[config.mk]
export PLATFORM = sky130hd
export DESIGN_NAME = button_click_classifier
export DESIGN_NICKNAME = d
export VERILOG_FILES = /design/src/rtl/bcc_pkg.sv /design/src/rtl/bcc_regs.sv /design/src/rtl/bcc_classify.sv /design/src/rtl/button_click_classifier.sv
export VERILOG_INCLUDE_DIRS = /design/src /design/src/rtl
export SDC_FILE = /design/constraint.sdc
export NUM_CORES = 1
export LEC_CHECK = 0
export ABC_AREA = 1
export CORE_MARGIN = 3
export CORE_UTILIZATION = 40
export CTS_CLUSTER_SIZE = 8
export DETAILED_ROUTE_END_ITERATION = 10
export DONT_BUFFER_PORTS = 1
export PLACE_DENSITY = 0.65
export SETUP_SLACK_MARGIN = 0.5
export SKIP_CTS_REPAIR_TIMING = 1
export SKIP_LAST_GASP = 1
export SYNTH_ARGS = -nofsm -noshare
export SYNTH_HDL_FRONTEND = slang
export SYNTH_SLANG_ARGS = --single-unit
[constraint.sdc]
create_clock -name i_clk -period 7.6 [get_ports i_clk]
set_input_delay 1.9 -clock i_clk [delete_from_list [all_inputs] [get_ports i_clk]]
set_output_delay 1.9 -clock i_clk [all_outputs]
set_load 0.05 [all_outputs]
[src/rtl/button_click_classifier_macros.svh]
// Assertion macros for the button click classifier.
`ifndef BUTTON_CLICK_CLASSIFIER_MACROS_SVH
`define BUTTON_CLICK_CLASSIFIER_MACROS_SVH

// Same-cycle implication, checked outside reset.
`define BCC_ASSERT_NOW(label, ante, cons, msg) \
    label: assert property (@(posedge i_clk) disable iff (!i_rst_n) \
        (ante) |-> (cons)) else $error(msg);

// Next-cycle implication, checked outside reset.
`define BCC_ASSERT_NEXT(label, ante, cons, msg) \
    label: assert property (@(posedge i_clk) disable iff (!i_rst_n) \
        (ante) |=> (cons)) else $error(msg);

`endif

[src/rtl/bcc_pkg.sv]
// Types and constants shared by the button click classifier modules.
`default_nettype none
package bcc_pkg;

    localparam int TIME_BITS = 32;
    localparam int LIGHT_BITS = 4;
    localparam int COUNT_BITS = 5;
    localparam int ADDR_BITS = 4;
    localparam int DATA_BITS = 32;

    localparam logic [TIME_BITS-1:0] LONG_LIMIT_RST = TIME_BITS'(2 * 1000 * 1000);
    localparam logic [TIME_BITS-1:0] SINGLE_TO_RST = TIME_BITS'(500 * 1000);
    localparam logic [TIME_BITS-1:0] DOUBLE_WIN_RST = TIME_BITS'(400 * 1000);
    localparam logic [COUNT_BITS-1:0] MODE_COUNT_RST = COUNT_BITS'(4);

    typedef enum logic [1:0] {
        REG_LONG_LIMIT = 2'd0,
        REG_SINGLE_TO  = 2'd1,
        REG_DOUBLE_WIN = 2'd2,
        REG_MODE_COUNT = 2'd3
    } t_reg_idx;

    typedef enum logic [1:0] {
        PH_IDLE     = 2'd0,
        PH_HELD     = 2'd1,
        PH_RELEASED = 2'd2
    } t_phase;

    typedef enum logic [1:0] {
        EV_NONE   = 2'd0,
        EV_SINGLE = 2'd1,
        EV_DOUBLE = 2'd2,
        EV_LONG   = 2'd3
    } t_event;

    typedef struct packed {
        logic [TIME_BITS-1:0]  now_us;
        logic                  edge_seen;
        logic [TIME_BITS-1:0]  edge_time_us;
        logic                  settled_level;
        logic [LIGHT_BITS-1:0] light_now;
    } t_req;

    typedef struct packed {
        logic [1:0]            click_event;
        logic                  light_write;
        logic [LIGHT_BITS-1:0] light_next;
        logic                  scan_toggle;
    } t_rsp;

    typedef struct packed {
        logic [TIME_BITS-1:0]  long_limit;
        logic [TIME_BITS-1:0]  single_to;
        logic [TIME_BITS-1:0]  double_win;
        logic [COUNT_BITS-1:0] mode_count;
    } t_cfg;

    typedef struct packed {
        t_phase               phase;
        logic [TIME_BITS-1:0] press_time;
    } t_state;

endpackage
`default_nettype wire

[src/rtl/bcc_regs.sv]
// APB configuration registers of the button click classifier.
`default_nettype none
module bcc_regs (
    input  wire logic                          i_clk,
    input  wire logic                          i_rst_n,
    input  wire logic                          psel,
    input  wire logic                          penable,
    input  wire logic                          pwrite,
    input  wire logic [bcc_pkg::ADDR_BITS-1:0] paddr,
    input  wire logic [bcc_pkg::DATA_BITS-1:0] pwdata,
    output logic      [bcc_pkg::DATA_BITS-1:0] prdata,
    output logic                               pready,
    output bcc_pkg::t_cfg                      o_cfg
);

    bcc_pkg::t_cfg     r_cfg;
    bcc_pkg::t_reg_idx w_idx;
    logic              w_wr;

    assign pready = 1'b1;
    assign w_idx  = bcc_pkg::t_reg_idx'(paddr[3:2]);
    assign w_wr   = psel && penable && pwrite;
    assign o_cfg  = r_cfg;

    always_ff @(posedge i_clk) begin
        if (!i_rst_n) begin
            r_cfg.long_limit <= bcc_pkg::LONG_LIMIT_RST;
            r_cfg.single_to  <= bcc_pkg::SINGLE_TO_RST;
            r_cfg.double_win <= bcc_pkg::DOUBLE_WIN_RST;
            r_cfg.mode_count <= bcc_pkg::MODE_COUNT_RST;
        end else if (w_wr) begin
            unique case (w_idx)
                bcc_pkg::REG_LONG_LIMIT: r_cfg.long_limit <= pwdata;
                bcc_pkg::REG_SINGLE_TO:  r_cfg.single_to  <= pwdata;
                bcc_pkg::REG_DOUBLE_WIN: r_cfg.double_win <= pwdata;
                bcc_pkg::REG_MODE_COUNT:
                    r_cfg.mode_count <= pwdata[bcc_pkg::COUNT_BITS-1:0];
                default: ;
            endcase
        end
    end

    always_comb begin
        unique case (w_idx)
            bcc_pkg::REG_LONG_LIMIT: prdata = r_cfg.long_limit;
            bcc_pkg::REG_SINGLE_TO:  prdata = r_cfg.single_to;
            bcc_pkg::REG_DOUBLE_WIN: prdata = r_cfg.double_win;
            bcc_pkg::REG_MODE_COUNT:
                prdata = {{(bcc_pkg::DATA_BITS - bcc_pkg::COUNT_BITS){1'b0}},
                          r_cfg.mode_count};
            default: prdata = '0;
        endcase
    end

endmodule
`default_nettype wire

[src/rtl/bcc_classify.sv]
// Per-tick classification: timeouts, edge handling, event and next state.
`default_nettype none
module bcc_classify (
    input  wire bcc_pkg::t_cfg   i_cfg,
    input  wire bcc_pkg::t_state i_state,
    input  wire bcc_pkg::t_req   i_req,
    output bcc_pkg::t_state      o_state,
    output bcc_pkg::t_rsp        o_rsp
);

    logic [bcc_pkg::TIME_BITS-1:0]  w_el_now;
    logic [bcc_pkg::TIME_BITS-1:0]  w_el_edge;
    logic                           w_held;
    logic                           w_rel;
    logic                           w_long_to;
    logic                           w_single_to;
    logic                           w_in_p2;
    logic [bcc_pkg::COUNT_BITS-1:0] w_inc;
    bcc_pkg::t_event                w_ev;

    // Modular time differences
    assign w_el_now  = i_req.now_us - i_state.press_time;
    assign w_el_edge = i_req.edge_time_us - i_state.press_time;

    assign w_held      = (i_state.phase == bcc_pkg::PH_HELD);
    assign w_rel       = (i_state.phase == bcc_pkg::PH_RELEASED);
    assign w_long_to   = w_held && (w_el_now > i_cfg.long_limit);
    assign w_single_to = w_rel && (w_el_now > i_cfg.single_to);
    assign w_in_p2     = w_rel && !w_single_to;

    always_comb begin
        o_state = i_state;
        w_ev    = bcc_pkg::EV_NONE;
        if (w_long_to) begin
            w_ev          = bcc_pkg::EV_LONG;
            o_state.phase = bcc_pkg::PH_IDLE;
        end else if (w_single_to) begin
            w_ev          = bcc_pkg::EV_SINGLE;
            o_state.phase = bcc_pkg::PH_IDLE;
        end
        // An edge overrides any timeout event of the same tick
        if (i_req.edge_seen) begin
            if (!i_req.settled_level) begin
                if (w_in_p2) begin
                    if (w_el_edge < i_cfg.double_win) begin
                        w_ev          = bcc_pkg::EV_DOUBLE;
                        o_state.phase = bcc_pkg::PH_IDLE;
                    end
                end else begin
                    w_ev               = bcc_pkg::EV_NONE;
                    o_state.phase      = bcc_pkg::PH_HELD;
                    o_state.press_time = i_req.edge_time_us;
                end
            end else begin
                w_ev          = bcc_pkg::EV_NONE;
                o_state.phase = (w_held && !w_long_to) ? bcc_pkg::PH_RELEASED
                                                       : bcc_pkg::PH_IDLE;
            end
        end
    end

    assign w_inc = {1'b0, i_req.light_now} + bcc_pkg::COUNT_BITS'(1);

    always_comb begin
        o_rsp.click_event = w_ev;
        o_rsp.light_write = (w_ev == bcc_pkg::EV_SINGLE);
        o_rsp.scan_toggle = (w_ev == bcc_pkg::EV_LONG);
        o_rsp.light_next  = '0;
        // Wrap at the mode count or past the last mode
        if (w_ev == bcc_pkg::EV_SINGLE && w_inc < i_cfg.mode_count && !w_inc[4]) begin
            o_rsp.light_next = w_inc[bcc_pkg::LIGHT_BITS-1:0];
        end
    end

endmodule
`default_nettype wire

[src/rtl/button_click_classifier.sv]
// Top level of the button click classifier: request register, state and result register.
//
//   channel   direction  handshake          payload
//   request   in         i_valid / o_ready  i_req (bcc_pkg::t_req)
//   result    out        o_valid / i_ready  o_rsp (bcc_pkg::t_rsp)
//   config    in         APB psel/penable   paddr, pwdata, prdata
//
// One request per cycle is sustained while the result side is not stalled; each request produces exactly one result.
// Each request passes the request register, then classification into the result register.
// The click state updates when a request moves from the request to the result register.
// Reset clears valid flags and click state, not the request and result data registers; no clearing pass.
// A stalled result holds the request register, which frees as soon as the result drains.
`default_nettype none
`include "button_click_classifier_macros.svh"
module button_click_classifier (
    input  wire logic                          i_clk,
    input  wire logic                          i_rst_n,
    input  wire logic                          i_valid,
    output logic                               o_ready,
    input  wire bcc_pkg::t_req                 i_req,
    output logic                               o_valid,
    input  wire logic                          i_ready,
    output bcc_pkg::t_rsp                      o_rsp,
    input  wire logic                          psel,
    input  wire logic                          penable,
    input  wire logic                          pwrite,
    input  wire logic [bcc_pkg::ADDR_BITS-1:0] paddr,
    input  wire logic [bcc_pkg::DATA_BITS-1:0] pwdata,
    output logic      [bcc_pkg::DATA_BITS-1:0] prdata,
    output logic                               pready
);

    bcc_pkg::t_cfg   w_cfg;
    bcc_pkg::t_state r_state;
    bcc_pkg::t_state n_state;
    bcc_pkg::t_req   r_req;
    bcc_pkg::t_rsp   r_rsp;
    bcc_pkg::t_rsp   n_rsp;
    logic            r_req_vld;
    logic            r_rsp_vld;
    logic            w_move;

    bcc_regs u_regs (
        .i_clk   (i_clk),
        .i_rst_n (i_rst_n),
        .psel    (psel),
        .penable (penable),
        .pwrite  (pwrite),
        .paddr   (paddr),
        .pwdata  (pwdata),
        .prdata  (prdata),
        .pready  (pready),
        .o_cfg   (w_cfg)
    );

    bcc_classify u_classify (
        .i_cfg   (w_cfg),
        .i_state (r_state),
        .i_req   (r_req),
        .o_state (n_state),
        .o_rsp   (n_rsp)
    );

    assign w_move  = r_req_vld && (!r_rsp_vld || i_ready);
    assign o_ready = !r_req_vld || w_move;
    assign o_valid = r_rsp_vld;
    assign o_rsp   = r_rsp;

    always_ff @(posedge i_clk) begin
        if (!i_rst_n) begin
            r_req_vld <= 1'b0;
            r_rsp_vld <= 1'b0;
            r_state   <= '{phase: bcc_pkg::PH_IDLE, press_time: '0};
        end else begin
            if (o_ready) begin
                r_req_vld <= i_valid;
            end
            if (w_move) begin
                r_rsp_vld <= 1'b1;
                r_state   <= n_state;
            end else if (i_ready) begin
                r_rsp_vld <= 1'b0;
            end
        end
    end

    always_ff @(posedge i_clk) begin
        if (o_ready && i_valid) begin
            r_req <= i_req;
        end
        if (w_move) begin
            r_rsp <= n_rsp;
        end
    end

    // Hold the click state unless a request is classified
    `BCC_ASSERT_NEXT(a_state_hold, !w_move, $stable(r_state), "state changed without a request")
    // A pending request is never dropped while the result side stalls
    `BCC_ASSERT_NEXT(a_req_kept, r_req_vld && !w_move, r_req_vld && $stable(r_req), "request lost")
    // Every classified request shows up as a result
    `BCC_ASSERT_NEXT(a_rsp_after_move, w_move, r_rsp_vld, "result missing after classification")

endmodule
`default_nettype wire

---- After elaboration in Yosys (flattened, before gate mapping) ----
Cells that the tools add are included.
operators by class
  reductions and logical operators ........ 24
  equal/unequal tests ..................... 7
  muxes and demuxes ....................... 18
  bitwise operators ....................... 2
  add/sub/neg operators ................... 3
  shift operators ......................... 0
  multipliers ............................. 0
  div/mod/pow operators ................... 0
  order comparisons ....................... 4
operator list
  cell                                           count
  case mux 32 bit (4 select lines)               1
  greater-than comparator 32 bit                 2
  two-way mux 32 bit                             2
  subtractor 32 bit                              2
  two-way mux 34 bit                             1
  < comparator 32 bit                            1
  two-way mux 2 bit                              11
  logical AND 1 bit                              10
  == test 2 bit, second input constant           4
  AND reduction 2 bit                            4
  == test 2 x 1 -> 1 bit, second input constant  3
  adder 4 x 1 -> 5 bit, second input constant    1
  logical NOT 1 bit                              5
  < comparator 5 bit                             1
  AND reduction 4 bit                            1
  two-way mux 1 bit                              3
  logical NOT 2 bit                              1
  logical OR 1 bit                               2
  inverter 1 bit                                 2
  nonzero test 2 bit                             1
storage, ports and cells
  bits in read-only memories .............. 0
  memories ................................ 0
  latch bits .............................. 0
  output and inout bits ................... 43
  flip-flop bits (word level) ............. 215
  memory bits (writable) .................. 0
  input bits .............................. 113
  logic and storage cells ................. 75

---- Longest topological paths before layout ----
  depth in word-level cells ............... 12
  mapped depth ............................ 28
  depth with buffers taken out ............ 27

---- Modules after synthesis ----
Synthesis repeated with hierarchy kept, for this count alone.
second synthesis, totals
  cell total of the unflattened synthesis .. 2170
  area, all modules ....................... 15353.5 um^2
by module, submodules not included
  module                   cells an instance  seq. area each (um^2)  times used  area an instance (um^2)
  bcc_classify             1139               0.0                    1           6842.8
  bcc_regs                 717                2021.9                 1           4565.6
  button_click_classifier  314                3062.9                 1           3945.0

---- Least setup slack after synthesis ----
OpenSTA, ideal clock, no wires.
  path kind ............................... in2out
  start point ............................. in paddr[3] (netlist bit)
  end point ............................... out prdata[1] (netlist bit)
  required time ........................... 5700 ps
  stages .................................. 4
  path slack .............................. 2300 ps
  buffers on the path ..................... 1
  arrival ................................. 3400 ps
  path through ............................ nor2_1 -> inv_1 -> clkbuf_1 -> o21ai_0
between the ends
  longest elaborated chain between the ends .. 2
  elaborated cells on any way between the ends .. 5
  classes of those cells .................. eq/ne: 3; mux: 1; reduce/logical: 1
ends and longest elaborated chain
  element                                      RTL line                       RTL
  start: declaration                           button_click_classifier.sv:27  input wire logic [bcc_pkg::ADDR_BITS-1:0] paddr,
  == test 2 bit, or another cell as far along  bcc_regs.sv:44                 unique case (w_idx)
  case mux 32 bit (4 select lines) *           bcc_regs.sv:44
  end: declaration                             button_click_classifier.sv:29  output logic [bcc_pkg::DATA_BITS-1:0] prdata,
Every way passes the cells marked *; elsewhere a longest branch is shown, timed or not.

---- Worst setup path in the final report ----
  start point ............................. in paddr[3] (netlist bit)
  end point ............................... out prdata[23] (netlist bit)
Same word-level chain as after synthesis.

==> qor.yml <==
status: "finished clean"
antenna_found_initial: 1
start_kind: "input pin"
relSlewSlack: 0.250
dieArea_um2: 36300
io_pins: 156
path_class: "in2out"
cts_root_buf: "clkbuf_16"
synth_fp_nets: 1984
synth_top_area_cell: "dfxtp_1"
syn_avg_cell_area_um2: 7.98
coreArea_um2: 33000
drive_above_1_share: 0.0581
synth_area_leaders: "dfxtp_1 20%, edfxtp_1 17%, ha_1 15%"
r2r_start: "r_req[38]$_DFFE_PP_"
clkSinkCount: 215
arrival_ns: 3.51
synth_ff_type: "dfxtp_1"
finalCritPeriodShare: 0.712
place.gp.congestion: 0.930
post-route-min-period_ns: 5.41
path_cells: "nor2_1 -> inv_1 -> buf_4 -> o221ai_1"
final_nets: 2000
finalMaxSlewViolations: 0
yosysWarnings: 0
instances_no_fill: 2180
p_total_mw: 3.22
ys_seq_area_frac: 0.373
cp.required_ns: 5.70
fmax_mhz: 185
hold_viol_final: 0
cts_buffer_depth: 3
chipHeight_um: 191
path_max_fanout: 22
crit_cells: 4
synthArstFlopShare: 0
min_from: "u_regs.o_cfg[65]$_SDFFE_PN0P_"
insertion_delay_ns: 0.58
peakVddDrop_uv: 180
ys_types: 52
skew_ns: 0.0360
whs_path_depth: 2
drc: 0
area_delta_synth_final_pct: 10.4
wl_per_cell_um: 17.8
port_buffers: 0
die_w_um: 191
r2r_setup_slack_ns: 3.23
start_util: 0.413
cts_made_buffers: 30
ys_ff_latch: 215
path_clk_slew_ns: 0.05
hold_end: "u_regs.o_cfg[65]$_SDFFE_PN0P_"
p_per_area_nw_per_um2: 214
grt_max_degree: 134
overflow: 0
path_buf_inv: 2
p_leak_nw: 6.23
setup_violations: 0
diodes: 0
r2r_cells: 26
drt_first_pass_iters: 5
grt_pass1_vias: 11200
fin_tns_setup_ns: 0
synth_edf_count: 78
vias_per_cell: 5.32
place_inst: 2133
wl_um: 38800
syn-cell-area_um2: 13600
r2r_end: "r_state[30]$_SDFFE_PN0P_"
cp-end-kind: "output pin"
first_iter_violations: 811
ant_nets: 0
hpwl_um: 30000
core.rowCount: 66
worstMarginPinSlew_ns: 1.15
crit_slowest_cell: "o221ai_1"
min_path_type: "reg2reg"
cap_violations: 0
grt_usage: 0.209
synth_top_area_share: 0.201
grt_pass1_wl_um: 59900
synthCells: 1707
slowest_delay_ns: 0.92
cts.htree.levels: 1
critPathTopFamily: "compound AO/OA/AOI/OAI gates"
tritoncts: "done"
vias: 11600
rsz0062_at_grt: "false"
-- worst min-delay path, cell delays in order (launching register included) --
cell,delay (ns)
dfxtp_1,0.30
inv_1,0.07
a21oi_1,0.06
-- registers in the layout, summed over array words and instances, names as in the netlist --
| signal | flops |
|---|---|
| u_regs.o_cfg | 101 |
| r_req | 70 |
| r_state | 34 |
| o_rsp | 8 |
| o_valid | 1 |
| r_req_vld | 1 |
-- per-stage QoR --
stage	cell area, um^2	hold slack (ns)	utilization	setup slack (ns)
3_3_place_gp	14200	0.467	0.430	2.19
3_5_place_dp	14200	0.468	0.430	2.21
5_1_grt	15000	0.497	0.455	2.07
6_report	15000	0.473	0.455	2.19
4_1_cts	15000	0.476	0.455	2.20
2_1_floorplan	13600	0.450	-	2.30
-- layout by cell type, fill, tap and decap left out, types with 5 or more instances in the layout --
cell type  netlist  layout
clkbuf_16        0      30
o21ai_1         41      45
nand4_1         18      18
inv_2            4       5
ha_1           162     162
a21oi_2          9       9
clkbuf_1        36      16
dfxtp_1        137     137
o221ai_1        29      29
o21a_1           9       9
nor2_1          99      98
a21oi_1        221     221
o21ai_0        120     116
o211ai_1        22      22
xor2_1          36      36
edfxtp_1        78      78
nor3_1          14      14
nand3_1         45      45
buf_4            2      32
inv_1          241     240
a21o_1           8       8
a21boi_1         6       6
nand2_1        296     296
xnor2_1         17      17
-- where the power goes --
| part | total [mW] | internal, mW | leakage [nW] | switching, mW |
|---|---|---|---|---|
| Sequential | 1.27 | 1.24 | 1.87 | 0.0299 |
| Clock | 1.22 | 0.722 | 0.400 | 0.497 |
| Combinational | 0.725 | 0.253 | 3.96 | 0.472 |
-- final cells by class --
cell class	count	area [um^2]
Clock buffer	46	811
Clock inverter	1	30.0
Fill cell	3278	18000
Inverter	245	920
Multi-Input combinational cell	1199	7400
Sequential cell	215	5080
Tap cell	442	553
Timing Repair Buffer	32	240
-- synth_stat cells (3+ instances only) --
library cell / number
o211ai_1: 22
buf_1: 3
nand2_1: 296
a21oi_2: 9
clkbuf_1: 36
buf_8: 3
o221ai_1: 29
o21ai_2: 4
nand3_1: 45
o21ai_1: 41
nor3_1: 14
a21boi_1: 6
o21ai_0: 120
nand4_1: 18
dfxtp_1: 137
inv_2: 4
ha_1: 162
xnor2_1: 17
a21o_1: 8
nor2_1: 99
a211oi_1: 3
o21bai_1: 4
xor2_1: 36
buf_2: 4
nor2_2: 3
a21oi_1: 221
o21a_1: 9
nand3b_1: 3
inv_1: 241
a31oi_1: 4
edfxtp_1: 78
nand2_2: 4
-- cell families (layout without fill, tap and decap cells) --
family / Yosys count / count (layout) / synth area share
compound gates: 489 / 489 / 0.204
xor+xnor: 53 / 53 / 0.0341
fa+ha+maj: 164 / 164 / 0.152
buf+inv: 293 / 324 / 0.0841
flops: 215 / 215 / 0.373
other cells: 1 / 1 / 0.000275
simple gates: 492 / 492 / 0.153
-- worst max-delay path by stage --
stage	from	to	slack [ns]
after floorplan	paddr[3]	prdata[1]	2.30
after global placement	paddr[3]	prdata[23]	2.19
after detailed placement	paddr[3]	prdata[23]	2.21
after CTS	paddr[3]	prdata[23]	2.20
after global routing	paddr[3]	prdata[23]	2.07
final	paddr[3]	prdata[23]	2.19
-- layer usage --
metal / vias to the layer above / GRT usage / part of all wire / wire, um
li1: 5850 / - / - / -
met1: 5337 / 0.287 / 0.46 / 17900
met2: 353 / 0.340 / 0.44 / 17200
met3: 59 / 0.0382 / 0.070 / 2720
met4: 2 / 0.0553 / 0.026 / 991
met5: - / 0 / 0.00018 / 7
No activity file was read; power rests on OpenSTA's default activity.
